<file path="config.mk">
export PLATFORM = sky130hd
export DESIGN_NAME = tga_pixel_stream_decoder_unit_flat
export DESIGN_NICKNAME = d
export VERILOG_FILES = /design/src/sv/tpsd_pkg.sv /design/src/sv/tpsd_if.sv /design/src/sv/tga_pixel_stream_decoder_unit.sv /design/src/flat_wrapper.sv
export SDC_FILE = /design/constraint.sdc
export NUM_CORES = 1
export LEC_CHECK = 0
export BUFFER_PORTS_ARGS = -buffer_cell sky130_fd_sc_hd__buf_2
export CORE_MARGIN = 3
export CORE_UTILIZATION = 55
export DETAILED_ROUTE_END_ITERATION = 12
export PLACE_DENSITY_LB_ADDON = 0.2
export REMOVE_ABC_BUFFERS = 1
export SYNTH_ARGS = -nofsm -noshare
export SYNTH_HDL_FRONTEND = slang
export SYNTH_SLANG_ARGS = --single-unit
export TNS_END_PERCENT = 20
</file>
<file path="constraint.sdc">
create_clock -name clk -period 25.4 [get_ports clk]
set_input_delay 3.81 -clock clk [delete_from_list [all_inputs] [get_ports clk]]
set_output_delay 3.81 -clock clk [all_outputs]
set_load 0.01 [all_outputs]
</file>
<file path="src/sv/tpsd_pkg.sv">
// shared types, register codes and constants of the pixel stream decoder
// no dependencies
`timescale 1ns / 1ps

package tpsd_pkg;

  localparam int CFG_W   = 13;
  localparam int BPP_W   = 3;
  localparam int IDX_W   = 3;
  localparam int DATA_W  = 8;
  localparam int COORD_W = 12;
  localparam int LEN_W   = 8;
  localparam int COLOR_W = 8;

  typedef enum logic [IDX_W-1:0] {
    REG_IMAGE_WIDTH     = 3'd0,
    REG_IMAGE_HEIGHT    = 3'd1,
    REG_BYTES_PER_PIXEL = 3'd2,
    REG_RLE_MODE        = 3'd3,
    REG_FIRST_ROW_TOP   = 3'd4,
    REG_RIGHT_TO_LEFT   = 3'd5
  } cfg_reg_t;

  localparam logic [BPP_W-1:0] BPP_BGRA = 3'd4;
  localparam int TAG_RUN_BIT = 7;
  localparam logic [DATA_W-1:0] TAG_COUNT_MASK = 8'h7F;

  localparam logic [COLOR_W-1:0] KEY_G_MAX = 8'd50;
  localparam logic [COLOR_W-1:0] KEY_R_MIN = 8'd205;
  localparam logic [COLOR_W-1:0] KEY_D_MAX = 8'd20;
  localparam logic [9:0] KEY_SUM_MAX = 10'd60;
  localparam logic [COLOR_W-1:0] COLOR_FULL = 8'hFF;
  localparam logic [COLOR_W-1:0] COLOR_NONE = 8'h00;

  typedef struct packed {
    logic [COORD_W-1:0] row_index;
    logic [COORD_W-1:0] first_column;
    logic [LEN_W-1:0]   span_length;
    logic [COLOR_W-1:0] red;
    logic [COLOR_W-1:0] green;
    logic [COLOR_W-1:0] blue;
    logic               keyed;
    logic               clipped;
    logic               image_done;
  } span_t;

  // chroma key: reddish-magenta with low green
  function automatic logic is_key(input logic [COLOR_W-1:0] r,
                                  input logic [COLOR_W-1:0] g,
                                  input logic [COLOR_W-1:0] b);
    logic [COLOR_W-1:0] d;
    logic [9:0] sum;
    d   = (r > b) ? (r - b) : (b - r);
    sum = {1'b0, d, 1'b0} + {2'b00, g};
    return (g <= KEY_G_MAX) && (r >= KEY_R_MIN) && (d <= KEY_D_MAX) &&
           (sum <= KEY_SUM_MAX);
  endfunction

endpackage

</file>
<file path="src/sv/tpsd_if.sv">
// valid/ready channel interfaces: configuration writes, file bytes, spans
// depends on tpsd_pkg
`timescale 1ns / 1ps

interface tpsd_cfg_if;
  logic                       valid;
  logic                       ready;
  logic [tpsd_pkg::IDX_W-1:0] index;
  logic [tpsd_pkg::CFG_W-1:0] data;
  modport source (output valid, output index, output data, input ready);
  modport sink (input valid, input index, input data, output ready);
endinterface

interface tpsd_byte_if;
  logic                        valid;
  logic                        ready;
  logic [tpsd_pkg::DATA_W-1:0] data_byte;
  modport source (output valid, output data_byte, input ready);
  modport sink (input valid, input data_byte, output ready);
endinterface

interface tpsd_span_if;
  logic                         valid;
  logic                         ready;
  logic [tpsd_pkg::COORD_W-1:0] row_index;
  logic [tpsd_pkg::COORD_W-1:0] first_column;
  logic [tpsd_pkg::LEN_W-1:0]   span_length;
  logic [tpsd_pkg::COLOR_W-1:0] red;
  logic [tpsd_pkg::COLOR_W-1:0] green;
  logic [tpsd_pkg::COLOR_W-1:0] blue;
  logic                         keyed;
  logic                         clipped;
  logic                         image_done;
  modport source (output valid, output row_index, output first_column,
                  output span_length, output red, output green, output blue,
                  output keyed, output clipped, output image_done, input ready);
  modport sink (input valid, input row_index, input first_column,
                input span_length, input red, input green, input blue,
                input keyed, input clipped, input image_done, output ready);
endinterface

</file>
<file path="src/sv/tga_pixel_stream_decoder_unit.sv">
// truecolor pixel stream decoder: file bytes in, pixel spans out (needs tpsd_pkg, tpsd_if)
// a span is registered onto span_out from the byte that completes its pixel, via the skid word on a stall
// throughput: one byte per cycle while pixel_in.ready is high;
// a two-word output stage (result register plus skid) drops pixel_in.ready only when both are full
// reset (rst, synchronous): configuration to 1x1 raw BGR bottom-up, decoder state cleared
`timescale 1ns / 1ps

module tga_pixel_stream_decoder_unit #(
  parameter int MAX_WIDTH  = 4096,
  parameter int MAX_HEIGHT = 4096
) (
  input logic          clk,
  input logic          rst,
  tpsd_cfg_if.sink     cfg,
  tpsd_byte_if.sink    pixel_in,
  tpsd_span_if.source  span_out
);
  import tpsd_pkg::*;

  // counter widths follow the size limits, capped by the 13-bit size registers
  localparam int COL_W  = ($clog2(MAX_WIDTH + 1) < CFG_W) ? $clog2(MAX_WIDTH + 1) : CFG_W;
  localparam int ROW_W  = ($clog2(MAX_HEIGHT + 1) < CFG_W) ? $clog2(MAX_HEIGHT + 1) : CFG_W;
  localparam int SPAN_W = (COL_W > LEN_W) ? COL_W : LEN_W;

  // configuration registers
  logic [CFG_W-1:0] image_width;
  logic [CFG_W-1:0] image_height;
  logic [BPP_W-1:0] bytes_per_pixel;
  logic             rle_mode;
  logic             first_row_top;
  logic             right_to_left;

  // decoder state
  logic             expect_tag, expect_tag_next;
  logic             packet_is_run, packet_is_run_next;
  logic [7:0]       packet_left, packet_left_next;
  logic [1:0]       byte_in_pixel, byte_in_pixel_next;
  logic [23:0]      color_hold, color_hold_next;
  logic [ROW_W-1:0] row_count, row_count_next;
  logic [COL_W-1:0] column_count, column_count_next;
  logic             finished, finished_next;
  logic             drop_rest, drop_rest_next;

  // output stage
  logic  out_valid;
  span_t out_span;
  logic  skid_valid;
  span_t skid_span;

  // working signals
  logic              accept;
  logic              tag_step;
  logic [1:0]        last_byte;
  logic              pixel_done;
  logic [23:0]       color_new;
  logic [7:0]        packet_dec;
  logic [7:0]        want;
  logic              more_after;
  logic              do_emit;
  logic [COL_W-1:0]  width_lim;
  logic [ROW_W-1:0]  height_lim;
  logic [COL_W-1:0]  col_sat;
  logic [ROW_W-1:0]  row_sat;
  logic [COL_W-1:0]  room;
  logic [SPAN_W-1:0] want_x;
  logic [SPAN_W-1:0] room_x;
  logic [SPAN_W-1:0] len_x;
  logic              overrun;
  logic              clip;
  logic [COL_W-1:0]  col_sum;
  logic [ROW_W-1:0]  row_inc;
  logic              row_end;
  logic              last_row;
  logic [ROW_W-1:0]  row_pos;
  logic [COL_W-1:0]  col_pos;
  logic              key;
  logic              result_valid;
  span_t             result_span;

  // ---------------- configuration port ----------------
  assign cfg.ready = 1'b1;

  always_ff @(posedge clk) begin
    if (rst) begin
      image_width     <= CFG_W'(1);
      image_height    <= CFG_W'(1);
      bytes_per_pixel <= 3'd3;
      rle_mode        <= 1'b0;
      first_row_top   <= 1'b0;
      right_to_left   <= 1'b0;
    end else if (cfg.valid) begin
      unique case (cfg.index)
        REG_IMAGE_WIDTH:     image_width     <= cfg.data;
        REG_IMAGE_HEIGHT:    image_height    <= cfg.data;
        REG_BYTES_PER_PIXEL: bytes_per_pixel <= cfg.data[BPP_W-1:0];
        REG_RLE_MODE:        rle_mode        <= cfg.data[0];
        REG_FIRST_ROW_TOP:   first_row_top   <= cfg.data[0];
        REG_RIGHT_TO_LEFT:   right_to_left   <= cfg.data[0];
        default: ;
      endcase
    end
  end

  // effective image size: zero reads as one, oversize saturates to the limit
  always_comb begin
    if (image_width == '0) begin
      width_lim = COL_W'(1);
    end else if (32'(image_width) > 32'(MAX_WIDTH)) begin
      width_lim = COL_W'(MAX_WIDTH);
    end else begin
      width_lim = COL_W'(image_width);
    end
    if (image_height == '0) begin
      height_lim = ROW_W'(1);
    end else if (32'(image_height) > 32'(MAX_HEIGHT)) begin
      height_lim = ROW_W'(MAX_HEIGHT);
    end else begin
      height_lim = ROW_W'(image_height);
    end
  end

  // ---------------- byte decode ----------------
  assign pixel_in.ready = !skid_valid;
  assign accept         = pixel_in.valid && pixel_in.ready;
  assign tag_step       = rle_mode && expect_tag;
  assign last_byte      = (bytes_per_pixel == BPP_BGRA) ? 2'd3 : 2'd2;
  assign pixel_done     = byte_in_pixel >= last_byte;
  assign packet_dec     = (packet_left != 8'd0) ? (packet_left - 8'd1) : 8'd0;

  // B, G, R land in the held color; the alpha byte is dropped
  always_comb begin
    case (byte_in_pixel)
      2'd0:    color_new = {color_hold[23:8], pixel_in.data_byte};
      2'd1:    color_new = {color_hold[23:16], pixel_in.data_byte, color_hold[7:0]};
      2'd2:    color_new = {pixel_in.data_byte, color_hold[15:0]};
      default: color_new = color_hold;
    endcase
  end

  // how many pixels this completed pixel asks for
  always_comb begin
    if (rle_mode && packet_is_run) begin
      want       = (packet_left == 8'd0) ? 8'd1 : packet_left;
      more_after = 1'b0;
    end else if (rle_mode) begin
      want       = 8'd1;
      more_after = packet_dec != 8'd0;
    end else begin
      want       = 8'd1;
      more_after = 1'b0;
    end
  end

  // a completed pixel is emitted unless the image is finished or the rest of a clipped literal is being dropped
  assign do_emit = !finished && !tag_step && pixel_done &&
                   (!rle_mode || packet_is_run || !drop_rest);

  // ---------------- span placement ----------------
  assign col_sat = (column_count >= width_lim) ? (width_lim - COL_W'(1)) : column_count;
  assign row_sat = (row_count >= height_lim) ? (height_lim - ROW_W'(1)) : row_count;
  assign room    = width_lim - col_sat;
  assign want_x  = SPAN_W'(want);
  assign room_x  = SPAN_W'(room);
  assign overrun = want_x > room_x;
  assign len_x   = overrun ? room_x : want_x;
  // cut at row end, or a literal packet that still has pixels past the row end
  assign clip    = overrun || ((len_x == room_x) && more_after);
  assign col_sum = col_sat + COL_W'(len_x);
  assign row_end = col_sum >= width_lim;
  assign row_inc = row_sat + ROW_W'(1);
  assign last_row = row_inc >= height_lim;

  // flip flags map stream order to image coordinates
  assign row_pos = first_row_top ? row_sat : (height_lim - ROW_W'(1) - row_sat);
  assign col_pos = right_to_left ? (width_lim - COL_W'(1) - col_sat) : col_sat;

  assign key = is_key(color_new[23:16], color_new[15:8], color_new[7:0]);

  always_comb begin
    result_span.row_index    = COORD_W'(row_pos);
    result_span.first_column = COORD_W'(col_pos);
    result_span.span_length  = len_x[LEN_W-1:0];
    result_span.red          = key ? COLOR_FULL : color_new[23:16];
    result_span.green        = key ? COLOR_NONE : color_new[15:8];
    result_span.blue         = key ? COLOR_FULL : color_new[7:0];
    result_span.keyed        = key;
    result_span.clipped      = clip;
    result_span.image_done   = row_end && last_row;
  end

  assign result_valid = accept && do_emit;

  // ---------------- next state ----------------
  always_comb begin
    expect_tag_next    = expect_tag;
    packet_is_run_next = packet_is_run;
    packet_left_next   = packet_left;
    byte_in_pixel_next = byte_in_pixel;
    color_hold_next    = color_hold;
    row_count_next     = row_count;
    column_count_next  = column_count;
    finished_next      = finished;
    drop_rest_next     = drop_rest;

    if (accept && !finished) begin
      if (tag_step) begin
        // packet header: run flag and count minus one
        packet_is_run_next = pixel_in.data_byte[TAG_RUN_BIT];
        packet_left_next   = (pixel_in.data_byte & TAG_COUNT_MASK) + 8'd1;
        expect_tag_next    = 1'b0;
        byte_in_pixel_next = 2'd0;
        drop_rest_next     = 1'b0;
      end else begin
        color_hold_next    = color_new;
        byte_in_pixel_next = pixel_done ? 2'd0 : (byte_in_pixel + 2'd1);
        if (pixel_done) begin
          if (do_emit) begin
            if (row_end) begin
              column_count_next = '0;
              row_count_next    = row_inc;
              if (last_row) begin
                finished_next = 1'b1;
              end
            end else begin
              column_count_next = col_sum;
              row_count_next    = row_sat;
            end
          end
          if (rle_mode && packet_is_run) begin
            // whatever did not fit in the row is lost
            packet_left_next = 8'd0;
            expect_tag_next  = 1'b1;
          end else if (rle_mode) begin
            packet_left_next = packet_dec;
            if (!drop_rest && row_end && packet_dec != 8'd0) begin
              drop_rest_next = 1'b1;
            end
            if (packet_dec == 8'd0) begin
              expect_tag_next = 1'b1;
              drop_rest_next  = 1'b0;
            end
          end
        end
      end
    end
  end

  always_ff @(posedge clk) begin
    if (rst) begin
      expect_tag    <= 1'b1;
      packet_is_run <= 1'b0;
      packet_left   <= 8'd0;
      byte_in_pixel <= 2'd0;
      color_hold    <= 24'd0;
      row_count     <= '0;
      column_count  <= '0;
      finished      <= 1'b0;
      drop_rest     <= 1'b0;
    end else begin
      expect_tag    <= expect_tag_next;
      packet_is_run <= packet_is_run_next;
      packet_left   <= packet_left_next;
      byte_in_pixel <= byte_in_pixel_next;
      color_hold    <= color_hold_next;
      row_count     <= row_count_next;
      column_count  <= column_count_next;
      finished      <= finished_next;
      drop_rest     <= drop_rest_next;
    end
  end

  // ---------------- output register with skid word ----------------
  always_ff @(posedge clk) begin
    if (rst) begin
      out_valid  <= 1'b0;
      skid_valid <= 1'b0;
    end else if (!out_valid || span_out.ready) begin
      if (skid_valid) begin
        out_valid  <= 1'b1;
        skid_valid <= 1'b0;
      end else begin
        out_valid <= result_valid;
      end
    end else if (result_valid) begin
      skid_valid <= 1'b1;
    end
  end

  always_ff @(posedge clk) begin
    if (!out_valid || span_out.ready) begin
      out_span <= skid_valid ? skid_span : result_span;
    end
    if (out_valid && !span_out.ready && result_valid) begin
      skid_span <= result_span;
    end
  end

  assign span_out.valid        = out_valid;
  assign span_out.row_index    = out_span.row_index;
  assign span_out.first_column = out_span.first_column;
  assign span_out.span_length  = out_span.span_length;
  assign span_out.red          = out_span.red;
  assign span_out.green        = out_span.green;
  assign span_out.blue         = out_span.blue;
  assign span_out.keyed        = out_span.keyed;
  assign span_out.clipped      = out_span.clipped;
  assign span_out.image_done   = out_span.image_done;

endmodule

</file>
<file path="src/flat_wrapper.sv">
// flat-port wrapper written by rule: the top's interface ports become plain ports
module tga_pixel_stream_decoder_unit_flat import tpsd_pkg::*;
#(
  parameter int MAX_WIDTH  = 4096,
  parameter int MAX_HEIGHT = 4096
)
  (clk, rst, cfg_valid, cfg_index, cfg_data, cfg_ready, pixel_in_valid, pixel_in_data_byte, pixel_in_ready, span_out_valid, span_out_row_index, span_out_first_column, span_out_span_length, span_out_red, span_out_green, span_out_blue, span_out_keyed, span_out_clipped, span_out_image_done, span_out_ready);
  tpsd_cfg_if cfg_i ();
  tpsd_byte_if pixel_in_i ();
  tpsd_span_if span_out_i ();
  input logic clk;
  input logic rst;
  input wire logic [$bits(cfg_i.valid)-1:0] cfg_valid;
  input wire logic [$bits(cfg_i.index)-1:0] cfg_index;
  input wire logic [$bits(cfg_i.data)-1:0] cfg_data;
  output wire logic [$bits(cfg_i.ready)-1:0] cfg_ready;
  input wire logic [$bits(pixel_in_i.valid)-1:0] pixel_in_valid;
  input wire logic [$bits(pixel_in_i.data_byte)-1:0] pixel_in_data_byte;
  output wire logic [$bits(pixel_in_i.ready)-1:0] pixel_in_ready;
  output wire logic [$bits(span_out_i.valid)-1:0] span_out_valid;
  output wire logic [$bits(span_out_i.row_index)-1:0] span_out_row_index;
  output wire logic [$bits(span_out_i.first_column)-1:0] span_out_first_column;
  output wire logic [$bits(span_out_i.span_length)-1:0] span_out_span_length;
  output wire logic [$bits(span_out_i.red)-1:0] span_out_red;
  output wire logic [$bits(span_out_i.green)-1:0] span_out_green;
  output wire logic [$bits(span_out_i.blue)-1:0] span_out_blue;
  output wire logic [$bits(span_out_i.keyed)-1:0] span_out_keyed;
  output wire logic [$bits(span_out_i.clipped)-1:0] span_out_clipped;
  output wire logic [$bits(span_out_i.image_done)-1:0] span_out_image_done;
  input wire logic [$bits(span_out_i.ready)-1:0] span_out_ready;
  assign cfg_i.valid = cfg_valid;
  assign cfg_i.index = cfg_index;
  assign cfg_i.data = cfg_data;
  assign cfg_ready = cfg_i.ready;
  assign pixel_in_i.valid = pixel_in_valid;
  assign pixel_in_i.data_byte = pixel_in_data_byte;
  assign pixel_in_ready = pixel_in_i.ready;
  assign span_out_valid = span_out_i.valid;
  assign span_out_row_index = span_out_i.row_index;
  assign span_out_first_column = span_out_i.first_column;
  assign span_out_span_length = span_out_i.span_length;
  assign span_out_red = span_out_i.red;
  assign span_out_green = span_out_i.green;
  assign span_out_blue = span_out_i.blue;
  assign span_out_keyed = span_out_i.keyed;
  assign span_out_clipped = span_out_i.clipped;
  assign span_out_image_done = span_out_i.image_done;
  assign span_out_i.ready = span_out_ready;
  tga_pixel_stream_decoder_unit #(.MAX_WIDTH(MAX_WIDTH), .MAX_HEIGHT(MAX_HEIGHT)) u_core (.clk(clk), .rst(rst), .cfg(cfg_i), .pixel_in(pixel_in_i), .span_out(span_out_i));
endmodule
</file>
==> flow_metrics.py <==
metrics = {
    "critical_path": {
        "regToRegStartpoint": "u_core.image_width[12]",
        "regToRegSetupSlack_ns": 14.20,
        "path_max_fanout": 31,
        "path_class": "reg2reg",
        "startpoint": "u_core.image_width[12]",
        "slowest_stage": "dfxtp_1",
        "crit_end": "u_core.column_count[8]",
        "cp-end-kind": "register",
        "crit_arrival_ns": 11.63,
        "required_ns": 25.83,
        "cp-start-kind": "register",
        "cpPeakStageDelay_ns": 0.73,
        "r2r-end": "u_core.column_count[8]",
        "ff2ff_path_depth": 46,
    },
    "global_routing": {
        "first_global_vias": 12671,
        "grt_remaining_overflow": 0,
        "grt_max_degree": 75,
        "antenna_found_initial": 0,
        "grt_pass1_wl_mm": 66.20,
        "gr-usage-all-layers": 0.2672,
    },
    "synthesis": {
        "synthCells": 1712,
        "synthFlopType": "edfxtp_1",
        "synth_area_um2": 15290,
        "seq_area_frac_synth": 0.3602,
        "synth_cell_types": 79,
        "synth_seq_cells": 216,
        "postSynthAreaPerCell_um2": 8.929,
        "async_flop_share": 0,
        "yosysWarnings": 0,
        "synth-edff-count": 118,
    },
    "placement": {
        "place_ws_ns": 14.31,
        "post-dp-hpwl_mm": 30.21,
        "numPortBuffers": 89,
        "place_congestion": 0.9610,
    },
    "worst_hold_path": {
        "hold_depth": 2,
        "hp-class": "reg2reg",
    },
    "floorplanning": {
        "die_width_um": 172.7,
        "die_area_um2": 29830,
        "chipHeight_um": 172.7,
        "core_area_um2": 27100,
        "rows": 60,
        "ios": 91,
        "start_util": 0.5640,
    },
    "power_and_ir_drop": {
        "leakage_uw": 0.007037,
        "irDropWorstVdd_mv": 0.05206,
        "pwr_density_cell_nw_per_um2": 73.13,
        "power_uw": 1226,
    },
    "timing": {
        "fmax_mhz": 89.32,
        "slew_headroom": 0.3405,
        "period_needed_ns": 11.20,
        "rsz0062_at_grt": "false",
        "fin_setup_tns_ns": 0,
        "hold_viol_final": 0,
        "setup_viol": 0,
        "fin_crit_sh": 0.4408,
        "tightestPinTransition_ns": 0.9855,
        "skew_ns": 0.01386,
        "drv_slew": 0,
        "timing.hold.ws_ns": 0.4758,
        "fin_ws_ns": 14.20,
    },
    "clock_network": {
        "cts_buffers": 24,
        "clk_latency_ns": 0.52,
        "clock-sinks": 216,
        "clk_pin_slew_ns": 0.06,
        "post-cts-setup-buffers": 0,
        "cts_resized": 0,
        "cts_tree": "built",
        "hold_buffers": 0,
        "htreeDepth": 1,
        "root_buffer": "clkbuf_16",
        "clk_path_buf_depth": 3,
    },
    "detailed_routing": {
        "wirelength_mm": 40.82,
        "drc": 0,
        "routedWlPerCell_um": 18.99,
        "drt_iter0_markers": 1182,
        "first_pass_iters": 5,
        "ant_nets": 0,
        "viasPerCell": 6.077,
        "num_vias": 13065,
    },
    "final_layout": {
        "layout-drive-gt1-share": 0.1322,
        "n_antenna_cell": 0,
        "syn2layout_area_growth_pct": 9.659,
        "finalNetCount": 1925,
    },
    "job": {
        "maxCapViolCount": 0,
    },
    "outcome": {
        "status": "finished, final reports clean",
    },
}
## registers in the layout, indices dropped and copies added (netlist names), 2 cells and up
signal                        cells
u_core.packet_left                8
u_core.color_hold                24
u_core.span_out.row_index        12
u_core.byte_in_pixel              2
u_core.span_out.red               8
u_core.skid_span                 59
u_core.bytes_per_pixel            3
u_core.span_out.span_length       8
u_core.image_height              13
u_core.span_out.first_column     12
u_core.image_width               13
u_core.row_count                 13
u_core.column_count              13
u_core.span_out.green             8
u_core.span_out.blue              8
## cells in the mapped netlist (6+ instances only)
cell / instances / share of area
nand2_1: 197 / 0.048
o31ai_1: 7 / 0.0034
clkbuf_1: 73 / 0.018
o21bai_1: 10 / 0.0049
o21a_1: 26 / 0.013
o221ai_1: 6 / 0.0034
nor4_1: 16 / 0.0065
mux2_2: 63 / 0.046
a31oi_1: 14 / 0.0057
o22ai_1: 8 / 0.0033
a211oi_1: 38 / 0.019
a21oi_1: 133 / 0.044
or3_1: 9 / 0.0037
xnor2_1: 56 / 0.032
nand2b_1: 7 / 0.0029
nand3_1: 33 / 0.011
and3_1: 11 / 0.0045
a22oi_1: 23 / 0.011
nand4_1: 22 / 0.0090
ha_1: 129 / 0.11
or2_2: 7 / 0.0029
xor2_1: 28 / 0.016
a22o_1: 12 / 0.0069
nor3_1: 39 / 0.013
inv_1: 101 / 0.025
buf_1: 6 / 0.0015
and2_1: 18 / 0.0074
a21boi_0: 9 / 0.0044
a21o_1: 17 / 0.0083
fa_1: 7 / 0.0092
o21ai_0: 73 / 0.024
o211ai_1: 9 / 0.0044
dfxtp_1: 98 / 0.13
nor2_1: 150 / 0.037
edfxtp_1: 118 / 0.23
nor2b_1: 27 / 0.011
mux2i_1: 31 / 0.020
## layer usage
layer,global-route usage,part of all wire,vias up
met5,0,0,-
met4,0.07128,0.027,0
met3,0.02723,0.064,80
met2,0.4476,0.47,464
met1,0.3720,0.44,6210
li1,-,-,6311
## where the power goes
part           internal (uW)  switching (uW)  total [uW]
registers                409            10.9         420
clock network            200             140         339
logic                    194             272         467
total                    803             423        1230
## worst min path at each step
stage	end	start	slack [ns]
final	u_core.bytes_per_pixel[0]	u_core.bytes_per_pixel[0]	0.48
after floorplan	u_core.finished	u_core.finished	0.44
after CTS	u_core.bytes_per_pixel[0]	u_core.bytes_per_pixel[0]	0.48
after global routing	u_core.bytes_per_pixel[0]	u_core.bytes_per_pixel[0]	0.51
after global placement	u_core.bytes_per_pixel[0]	u_core.bytes_per_pixel[0]	0.46
after detailed placement	u_core.bytes_per_pixel[0]	u_core.bytes_per_pixel[0]	0.46
## per-stage QoR
| stage | cell area [um^2] | util | cells |
|---|---|---|---|
| detailed placement | 16000 | 0.5904 | 2106 |
| floorplan | 14960 | - | 1631 |
| CTS | 16760 | 0.6185 | 2150 |
| global route | 16760 | 0.6185 | 2150 |
| finish | 16760 | 0.6185 | 2150 |
| global placement | 16000 | 0.5904 | 2106 |
## layout by cell type, fill, tap and decap left out, types with 56 or more instances in the layout
cell      netlist  routed
mux2_2         63      63
o21ai_0        73      73
dfxtp_1        98      98
nor2_1        150     148
nand2_1       197     197
inv_1         101     101
buf_2           2      89
xnor2_1        56      56
edfxtp_1      118     118
ha_1          129     129
a21oi_1       133     132
## layout make-up
cell class | instances | area [um^2]
Tap cell | 372 | 465.4
Fill cell | 2315 | 10340
Clock inverter | 14 | 116.4
Multi-Input combinational cell | 1313 | 9097
Sequential cell | 216 | 5505
Inverter | 102 | 382.9
Timing Repair Buffer | 103 | 550.5
Clock buffer | 30 | 644.4
## worst max-delay path: cells and delay by family, from the launching register on
kind | cells | cell delay [ns]
simple gates | 10 | 2.24
xor+xnor | 1 | 0.38
compound gates | 20 | 4.20
flops | 1 | 0.73
fa+ha+maj | 6 | 1.66
buf+inv | 7 | 1.41
mux | 2 | 0.43
## cells by family (layout without fill, tap and decap cells)
family	Yosys count	after routing	synth area share
buf+inv	186	249	0.04682
flops	216	216	0.3602
xor+xnor	85	85	0.04919
fa+ha+maj	138	138	0.1161
mux	94	94	0.06671
simple gates	561	561	0.1730
compound gates	430	430	0.1875
other cells	2	5	0.0004913
(Power assumes the default switching activity.)
